===== src/hw/rtl/poq_pkg.sv =====
package poq_pkg;

  // List geometry.
  localparam int unsigned Depth = 64;
  localparam int unsigned CntW  = $clog2(Depth + 1);
  localparam int unsigned WordW = 32;
  localparam int unsigned PosW  = 7;
  localparam int unsigned OutCntW = 7;
  localparam int unsigned CmpW  = (CntW > PosW) ? CntW : PosW;

  // Operation codes carried in the func field.
  localparam logic [2:0] FuncPush      = 3'd0;
  localparam logic [2:0] FuncPop       = 3'd1;
  localparam logic [2:0] FuncInsert    = 3'd2;
  localparam logic [2:0] FuncRemoveAt  = 3'd3;
  localparam logic [2:0] FuncRemoveAll = 3'd4;

  // Status codes returned with each result.
  localparam logic [1:0] StatusOk    = 2'd0;
  localparam logic [1:0] StatusFull  = 2'd1;
  localparam logic [1:0] StatusEmpty = 2'd2;
  localparam logic [1:0] StatusRange = 2'd3;

  // Request item.
  typedef struct packed {
    logic [2:0]              func;
    logic signed [WordW-1:0] value;
    logic [PosW-1:0]         position;
  } poq_in_t;

  // Result item.
  typedef struct packed {
    logic [1:0]              status;
    logic signed [WordW-1:0] read_value;
    logic [OutCntW-1:0]      removed_count;
    logic [OutCntW-1:0]      entry_count;
  } poq_out_t;

  // What every cell of the chain does in a given cycle.
  typedef enum logic [2:0] {
    CELL_HOLD,
    CELL_PUSH,
    CELL_POP,
    CELL_INSERT,
    CELL_ROTATE
  } cell_op_e;

  // Control broadcast to all cells.
  typedef struct packed {
    cell_op_e         op;
    logic [CntW-1:0]  len;
    logic [PosW-1:0]  pos;
    logic [WordW-1:0] value;
    logic [WordW-1:0] head;
    logic             keep;
  } poq_cell_ctrl_t;

endpackage


===== src/hw/rtl/poq_cell.sv =====
module poq_cell
  import poq_pkg::*;
(
  input  logic               clk_i,
  input  logic [CntW-1:0]    idx_i,
  input  poq_cell_ctrl_t     ctrl_i,
  input  logic [WordW-1:0]   prev_i,
  input  logic [WordW-1:0]   next_i,
  output logic [WordW-1:0]   word_o
);

  logic [WordW-1:0] word_d, word_q;
  logic [CntW-1:0]  tail_idx;

  // Last occupied place of the list while it is being rotated.
  assign tail_idx = CntW'(ctrl_i.len - CntW'(1));

  // Each cell either keeps its word or takes one from a neighbour or the broadcast.
  always_comb begin
    word_d = word_q;
    unique case (ctrl_i.op)
      CELL_HOLD: begin
        word_d = word_q;
      end
      CELL_PUSH: begin
        if (idx_i == ctrl_i.len) begin
          word_d = ctrl_i.value;
        end
      end
      CELL_POP: begin
        word_d = next_i;
      end
      CELL_INSERT: begin
        if (CmpW'(idx_i) > CmpW'(ctrl_i.pos)) begin
          word_d = prev_i;
        end else if (CmpW'(idx_i) == CmpW'(ctrl_i.pos)) begin
          word_d = ctrl_i.value;
        end
      end
      CELL_ROTATE: begin
        if (ctrl_i.keep && (idx_i == tail_idx)) begin
          word_d = ctrl_i.head;
        end else begin
          word_d = next_i;
        end
      end
      default: begin
        word_d = word_q;
      end
    endcase
  end

  // The stored word needs no reset: places beyond the count are never read.
  always_ff @(posedge clk_i) begin
    word_q <= word_d;
  end

  assign word_o = word_q;

endmodule


===== config.mk =====
export PLATFORM = sky130hd
export DESIGN_NAME = poq_cell
export DESIGN_NICKNAME = d
export VERILOG_FILES = /design/src/hw/rtl/poq_pkg.sv /design/src/hw/rtl/poq_cell.sv
export SDC_FILE = /design/constraint.sdc
export NUM_CORES = 1
export LEC_CHECK = 0
export ABC_CLOCK_PERIOD_IN_PS = 4100
export BUFFER_PORTS_ARGS = -buffer_cell sky130_fd_sc_hd__buf_2
export CAP_MARGIN = 25
export CORE_UTILIZATION = 46
export DETAILED_ROUTE_END_ITERATION = 16
export GPL_TIMING_DRIVEN = 0
export HOLD_SLACK_MARGIN = 0.06
export PLACE_DENSITY = 0.87
export SYNTH_ARGS = -nofsm -noshare
export SYNTH_HDL_FRONTEND = slang
export SYNTH_SLANG_ARGS = --single-unit

===== constraint.sdc =====
create_clock -name clk_i -period 4.1 [get_ports clk_i]
set_input_delay 0.41 -clock clk_i [delete_from_list [all_inputs] [get_ports clk_i]]
set_output_delay 0.41 -clock clk_i [all_outputs]
set_load 0.01 [all_outputs]

* After elaboration in Yosys (flattened, before gate mapping)
Cells that the tools add are included.
Cells by class: add/subtract/negate cells 1, multipliers 0, divide/modulo/power cells 0, magnitude comparators 1, equal/unequal tests 9, shifts and indexed selects 0, mux-type cells 5, bitwise operators 0, reductions and logical operators 3
Operators with widths (number):
- $mux W32 | 4
- $pmux W32 S4 | 1
- $eq A7 B7 Y1 | 3
- $gt A7 B7 Y1 | 1
- $sub A7 B1 Y7 const B | 1
- $eq A3 B2 Y1 const B | 2
- $reduce_bool A4 Y1 | 1
- $eq A3 B1 Y1 const B | 1
- $eq A3 B3 Y1 const B | 1
- $ne A3 B3 Y1 const B | 1
- $reduce_and A3 Y1 | 1
- $ne A2 B2 Y1 const B | 1
- $logic_and A1 B1 Y1 | 1
Word-level totals: register bits after elaboration 32, bits in latches 0, RAM bits 0, bits in read-only memories 0, input bits 154, output and inout bits 32, word-level logic and storage cells 20, memories 0

* Depth between registers and ports, before layout
Gate-level depths: netlist (run 1).
word-level depth 5, mapped depth 10, gate-level depth less buffers 8

* Worst setup path after synthesis (run 1)
No wires, ideal clock.
path type input to register, start point input port ctrl_i[79] (netlist bit), end point register word_q[0], in the netlist word_o[0] (enable), setup time 0.394 ns, arrival 2.236 ns, data required time 3.706 ns, setup slack 1.470 ns, stages on the path 4, buffers on the path 1, cell sequence or3b_2 nand2_1 clkbuf_1 o32a_1
On the way: longest elaborated chain between the ends 3, elaborated cells on any way between the ends 8, classes of those cells eq/ne: 6; reduce/logical: 2
Ends and longest elaborated chain:
- from (decl) | line poq_cell.sv:6 | input poq_cell_ctrl_t ctrl_i,
- $eq A3 B2 Y1, or another cell as far along | line poq_cell.sv:21 | unique case (ctrl_i.op)
- $ne A3 B3 Y1 (no line), or another cell as far along
- $reduce_and A3 Y1 (no line) (*)
- to (signal assigned) | line poq_cell.sv:55 | word_q <= word_d;
- to (decl) | line poq_cell.sv:12 | logic [WordW-1:0] word_d, word_q;
Mark *: on every way between the ends. The rest lies on a longest branch, timed or not. A chain may end at the register's enable or synchronous reset.

* Worst setup path in the final report (run 1)
start point input port idx_i[6], end point register word_q[18], in the netlist word_o[18] (data pin)
On the way: longest elaborated chain between the ends 4, elaborated cells on any way between the ends 6, classes of those cells order compare: 1; eq/ne: 1; mux: 3; reduce/logical: 1
Ends and longest elaborated chain:
- from (decl) | line poq_cell.sv:5 | input logic [CntW-1:0] idx_i,
- branches (longest 3 deep; another with $gt A7 B7 Y1)
- $pmux W32 S4 (*) | line poq_cell.sv:21
- via word_d[18] | line poq_cell.sv:12
Mark *: on every way through the listed nets, which the timed path passes.

==> qor.yml, run 1 <==
syn_to_final_growth_pct: 40.1
hold_violations: 0
start_util_pct: 47.5
period_minus_slack_ns: 2.71
die_w_um: 80.2
dr.first_iter.drc_count: 253
detail-route-antenna-nets: 0
port_buffers: 185
core_mm2: 0.00592
syn-num-nets: 494
status: "finished, final reports clean"
grt_pass1_wl_mm: 15.4
cts_buffers: 5
ys_seq_area_share_pct: 34.2
final_nets: 686
ioPinCount: 186
maxSlewHeadroom_pct: 45.6
synth_common_cells: "nand2_1 (72), nor2_1 (38), edfxtp_1 (32), a221oi_1 (31), a31oi_1 (31)"
hold_class: "primary input to flip-flop"
rsz0062_at_grt: "false"
cpPeakStageDelay_ns: 0.48
grt-ovfl-total: 0
routed_wl_mm: 9.96
n_fill_cell: 524
p_sw_share_pct: 30.3
irDropWorstVdd_mv: 0.150
ys_warn_count: 0
drc: 0
synth_most_common_cell: "nand2_1"
design_area_mm2: 0.00394
fmax_mhz: 368
leakage_nw: 1.78
ys_ff_latch: 32
route.vias.total: 3569
path_clk_slew_ns: 0.07
fin_setup_tns_ns: 0
post_cts_resized: 0
globalplace.congestion: 0.867
grt_pass1_vias: 3407
critPathCaptureType: "flip-flop"
clock_power_share_pct: 28.4
synth_edf_count: 32
intPower_mw: 0.752
syn-cell-area_mm2: 0.00281
path_buf_inv: 2
htreeDepth: 2
worst_setup_path_start_kind: "primary input"
cp_data_arrival_time_ns: 2.83
dr.pass1.iters: 5
grt_max_degree: 33
die_h_um: 80.2
viasPerCell: 5.95
cp_cell_sequence: "buf_2 > ha_1 > nand2_1 > o21ai_0 > o21ba_2 > nor3_1 > clkbuf_1 > a221oi_1 > a31oi_1"
cts_buffer_depth: 2
antenna_found_initial: 0
drive_gt1_share_pct: 38.7
cp_max_fo: 10
routedWlPerCell_um: 16.6
netlist_instances: 332
cts-root-buf: "clkbuf_8"
placedInstanceArea_mm2: 0.00383
async_flop_share_pct: 0
synthFlopType: "edfxtp_1"
syn_avg_cell_area_um2: 8.46
p_seq_share_pct: 39.2
netlist_top_cells_area: "edfxtp_1 (34%), o211a_1 (11%), a221oi_1 (9.7%), nand2_1 (9.6%), a31oi_1 (6.9%)"
switchingPower_mw: 0.326
slowest_stage: "clkbuf_1"
path_class: "primary input to flip-flop"
crit_family: "compound AO/OA/AOI/OAI gates"
dieArea_mm2: 0.00643
row_count: 28
synth_cell_types: 40
required_ns: 4.22
cts_tree: "yes"
tightest_slew_ns: 0.816
numClockSinks: 32
synth.top_cell.area_share_pct: 34.2
cts_setup_buffers: 0
track_usage_pct: 31.0
place_hpwl_mm: 7.40
largest_register_ffs: 32
post-route-period-util_pct: 66.2
power.density_mw_per_mm2: 274
slew_violations: 0
insertedDiodeCount: 0
finalSetupViolCount: 0
maxCapViolCount: 0
power_frac_comb_pct: 32.4
cts_hold_buf: 0
synth_top_area_cell: "edfxtp_1"
worst min-delay path, cell delays in order:
cell and delay [ns]:
buf_2 0.09, nor2_1 0.04, a31oi_1 0.12
layout make-up:
type                       instances  area [um^2]  share of cell area [%]
inverter                          10         37.5                   0.953
clock buffer                       5         68.8                    1.75
timing repair buffer             185          926                    23.5
clock inverter                     3         37.5                   0.953
sequential                        32          961                    24.4
tap                               75         93.8                    2.38
multi-input combinational        265         1700                    43.1
buffer                            25          118                    2.99
final timing paths:
| path | from | end | slack [ns] | cells past startpoint |
|---|---|---|---|---|
| worst max-delay path | idx_i[6] | word_o[18] | 1.39 | 9 |
| worst min-delay path | ctrl_i[55] | word_o[22] | 0.49 | 3 |
stage by stage:
stage | utilization (%) | worst slack (ns) | power, mW | hold WS (ns) | instances
6_report | 66.5 | 1.39 | 1.08 | 0.487 | 600
5_1_grt | 66.5 | 1.16 | 1.13 | 0.485 | 600
4_1_cts | 66.5 | 1.48 | 1.08 | 0.473 | 600
3_5_place_dp | 64.7 | 1.17 | 0.774 | 0.777 | 592
3_3_place_gp | 64.7 | 0.640 | 0.762 | 0.765 | 592
2_1_floorplan | - | 1.47 | 0.610 | 0.640 | 332
cells by family after synthesis:
logic type               Yosys count  share of synthesized area, %
AO/OA/AOI/OAI                    113                          32.9
XOR/XNOR                          11                          3.43
adder cells (fa/ha/maj)            8                          3.56
buffers and inverters             35                          5.52
flip-flops                        32                          34.2
multiplexers                       1                         0.356
AND/OR/NAND/NOR                  132                          20.0
layer usage:
metal  wire (um)  global-route usage [%]  up-vias  part of all wire [%]
met4         294                    14.8        0                   3.0
met1        3890                    35.9     1651                    39
met5           0                       0        -                     0
met2        4940                    54.9      222                    50
met3         835                    5.57       30                   8.4
li1            -                       -     1666                     -
power groups by stage:
stage / clock [mW] / sequential (mW) / combinational [mW]
floorplan: 0 / 0.454 / 0.156
global placement: 0 / 0.429 / 0.332
detailed placement: 0 / 0.430 / 0.344
CTS: 0.312 / 0.423 / 0.346
global route: 0.321 / 0.427 / 0.382
finish: 0.307 / 0.423 / 0.349
layout by cell type, fill, tap and decap left out, types with 2 or more instances in the layout:
cell type and n:
clkinv_1 2, o21a_1 2, ha_1 8, clkbuf_8 5, xor2_1 5, nand4_1 2, buf_2 186, edfxtp_1 32
nand2b_1 4, a31oi_1 31, and4_1 2, nand2_1 72, o21ai_0 3, nand3_1 3, nor2_1 38, o211a_1 30
inv_1 10, buf_6 3, clkbuf_1 21, o21ba_2 2, nor3_1 3, a21oi_1 5, xnor2_1 6, a221oi_1 31
No activity file was read; power rests on OpenSTA's default activity.
==> run 2, diff against run 1 <==
--- a/config.mk
+++ b/config.mk
@@ -5,14 +5,15 @@
 export SDC_FILE = /design/constraint.sdc
 export NUM_CORES = 1
 export LEC_CHECK = 0
-export ABC_CLOCK_PERIOD_IN_PS = 4100
+export ABC_AREA = 1
+export ABC_CLOCK_PERIOD_IN_PS = 2600
 export BUFFER_PORTS_ARGS = -buffer_cell sky130_fd_sc_hd__buf_2
 export CAP_MARGIN = 25
-export CORE_UTILIZATION = 46
+export CORE_UTILIZATION = 47
 export DETAILED_ROUTE_END_ITERATION = 16
 export GPL_TIMING_DRIVEN = 0
 export HOLD_SLACK_MARGIN = 0.06
-export PLACE_DENSITY = 0.87
+export PLACE_DENSITY = 0.82
 export SYNTH_ARGS = -nofsm -noshare
 export SYNTH_HDL_FRONTEND = slang
 export SYNTH_SLANG_ARGS = --single-unit
==> constraint.sdc (replaced) <==
create_clock -name clk_i -period 2.6 [get_ports clk_i]
set_input_delay 0.26 -clock clk_i [delete_from_list [all_inputs] [get_ports clk_i]]
set_output_delay 0.26 -clock clk_i [all_outputs]
set_load 0.01 [all_outputs]
==> run 2 against run 1 <==
Synthesized cell count is 89% higher. Core utilization down 1.3 points. Non-clock buffer count increased by 11. Design area is 21% higher. Wire length increased by 15%. Clock power increased by 23%. Total power rose by 56%. Combinational power grew 84%. Cell count increased by 53%. First-iteration DRC count is 4.3% higher. Critical path type unchanged. Critical endpoint is now word_o[8].
==> qor.yml, run 2 <==
insertedDiodeCount: 0  # unchanged
ioPinCount: 186  # unchanged
hold_class: "primary input to flip-flop"
cpPeakStageDelay_ns: 0.45  # -0.03 ns
syn-cell-area_mm2: 0.00361  # +29%
post_cts_resized: 0  # unchanged
drive_gt1_share_pct: 27.7  # -11 points
synthFlopType: "edfxtp_1"
post-place-ws_ns: -0.0475  # -1.21 ns
leakage_nw: 2.79  # +57%
dr.pass1.iters: 5  # unchanged
cts_buffer_depth: 2  # unchanged
worst_setup_path_start_kind: "primary input"
htreeDepth: 2  # unchanged
crit_path_frequent_cell: "buf_2"
syn_to_final_growth_pct: 32.3
netlist_instances: 626  # +89%
n_fill_cell: 700  # +34%
finalSetupViolCount: 0  # unchanged
cp_max_fo: 19  # +9
fin_util_pct: 65.2  # -1.3 points
cts_buffers: 5  # unchanged
synth_top_area_cell: "edfxtp_1"
seq_area_um2: 961  # unchanged
busiest_layer: "met2"
layout_common_cells: "buf_2 (200), nand2_1 (138), nand3_1 (137)"
netlist_top_cells_area: "edfxtp_1 (27%), nand3_1 (19%), nand2_1 (14%), inv_1 (12%), nor2_1 (11%)"
fmax_mhz: 429
route.vias.total: 4624  # +30%
maxSlewHeadroom_pct: 62.5  # +17 points
slowest_stage: "a21oi_4"
cts-root-buf: "clkbuf_8"
ys_ff_latch: 32  # unchanged
multi_input_area_mm2: 0.00201  # +18%
grt_pass1_wl_mm: 17.8  # +15%
core_mm2: 0.00733  # +24%
die_h_um: 89.7  # +12%
drc: 0  # unchanged
hold_violations: 0  # unchanged
synth_cell_types: 22  # -45%
path_class: "primary input to flip-flop"
start_util_pct: 49.3  # +1.8 points
final_common_cell: "buf_2"
period_minus_slack_ns: 2.33
path_clk_slew_ns: 0.07  # about the same
cp_cell_sequence: "buf_2 > ha_1 > nand2_1 > nor2_1 > nand4_1 > buf_2 > buf_2 > nand2_1 > nor2_1 > a21oi_4 > buf_16"
antenna_found_initial: 0  # unchanged
globalplace.congestion: 0.861  # -0.76%
die_w_um: 89.7  # +12%
synth.top_cell.area_share_pct: 26.6  # -7.6 points
viasPerCell: 5.04  # -15%
grt_max_degree: 20  # -39%
synth_edf_count: 32  # unchanged
ys_seq_area_share_pct: 26.6  # -7.6 points
dr.first_iter.drc_count: 264  # +4.3%
min_from: "ctrl_i[55]"
synth_common_cells: "nand2_1 (138), nand3_1 (137), inv_1 (119), nor2_1 (103), a21oi_1 (36)"
place_hpwl_mm: 8.79  # +19%
design_area_mm2: 0.00478  # +21%
status: "finished, final reports clean"
maxCapViolCount: 0  # unchanged
critPathCaptureType: "flip-flop"
numClockSinks: 32  # unchanged
cts_tree: "yes"
dieArea_mm2: 0.00805  # +25%
synth_most_common_cell: "nand2_1"
gr-usage-met3_pct: 4.20  # -1.4 points
syn_avg_cell_area_um2: 5.77  # -32%
slew_violations: 0  # unchanged
cts_hold_buf: 0  # unchanged
grt-ovfl-total: 0  # unchanged
detail-route-antenna-nets: 0  # unchanged
post-route-period-util_pct: 89.7
grt_pass1_vias: 4264  # +25%
routedWlPerCell_um: 12.5  # -25%
use_met2_pct: 51.4  # -3.4 points
setup_ws_ns: 0.268  # -1.12 ns
largest_register_ffs: 32  # unchanged
grt_use_met1_pct: 33.8  # -2.1 points
row_count: 31  # +11%
min_to: "word_o[22]"
cp_data_arrival_time_ns: 2.33  # -0.50 ns
placedInstanceArea_mm2: 0.00470  # +23%
ys_warn_count: 0  # unchanged
rsz0062_at_grt: "false"
final_nets: 981  # +43%
tightest_slew_ns: 0.562  # -0.254 ns
irDropWorstVdd_mv: 0.193  # +29%
power.density_mw_per_mm2: 352  # +28%
cts_setup_buffers: 0  # unchanged
track_usage_pct: 28.6  # -2.4 points
required_ns: 2.60  # -1.62 ns
syn-num-nets: 788  # +60%
whs_path_depth: 3  # unchanged
port_buffers: 185  # unchanged
routed_wl_mm: 11.5  # +15%
async_flop_share_pct: 0  # unchanged
## run 2: changes by cell type in the layout (fill, tap and decap cells not counted), moves of 10 or more
| cell | delta |
|---|---|
| nand3_1 | +134 |
| inv_1 | +109 |
| nand2_1 | +66 |
| nor2_1 | +65 |
| a221oi_1 | -31 |
| a31oi_1 | -31 |
| a21oi_1 | +30 |
| o211a_1 | -30 |
| buf_2 | +14 |
| clkbuf_1 | -10 |
## run 2: worst max path at each step
stage | startpoint | endpoint | slack [ns] | cells past startpoint
floorplan | ctrl_i[71] | word_o[0] | 0.03 | 10
global placement | idx_i[6] | word_o[12] | -0.81 | 10
detailed placement | idx_i[6] | word_o[12] | -0.05 | 11
CTS | idx_i[6] | word_o[12] | 0.25 | 11
global route | idx_i[6] | word_o[12] | 0.15 | 11
finish | idx_i[6] | word_o[8] | 0.27 | 11
## run 2: area by class of cell
type                            count  area share (%)
Sequential cell                    32            20.1
Tap cell                           99            2.59
Clock buffer                        6            1.52
Timing Repair Buffer              186            19.9
Buffer                             35            4.16
Clock inverter                      1           0.105
Multi-Input combinational cell    437            42.0
Inverter                          122            9.58
## run 2: logic make-up after synthesis
group / share of synthesized area [%]
compound gates: 4.98
buf+inv: 18.2
fa+ha+maj: 2.77
flops: 26.6
simple gates: 46.5
xor+xnor: 0.969
## run 2: routing by layer
| metal | wire [um] | share of wire (%) | up-vias |
|---|---|---|---|
| met4 | 210 | 1.8 | 0 |
| met3 | 1050 | 9.1 | 24 |
| met5 | 0 | 0 | - |
| met2 | 5580 | 49 | 267 |
| li1 | - | - | 2335 |
| met1 | 4620 | 40 | 1998 |
## run 2: per-stage QoR
step / power, mW / hold slack (ns) / cells / setup TNS (ns)
floorplan: 1.03 / 0.463 / 626 / 0
global placement: 1.28 / 0.572 / 910 / -25.99
detailed placement: 1.31 / 0.570 / 911 / -0.882
CTS: 1.68 / 0.277 / 918 / 0
global route: 1.78 / 0.287 / 918 / 0
finish: 1.68 / 0.277 / 918 / 0
## run 2: power breakdown
part	total [mW]	switching, mW	internal (mW)
combinational	0.641	0.374	0.267
clock	0.378	0.196	0.182
sequential	0.662	0.0151	0.647
## run 2: critical path, delay by kind of cell
family | cells | cell delay, ns
buf+inv | 4 | 0.78
fa+ha+maj | 1 | 0.30
simple gates | 5 | 0.53
compound gates | 1 | 0.45
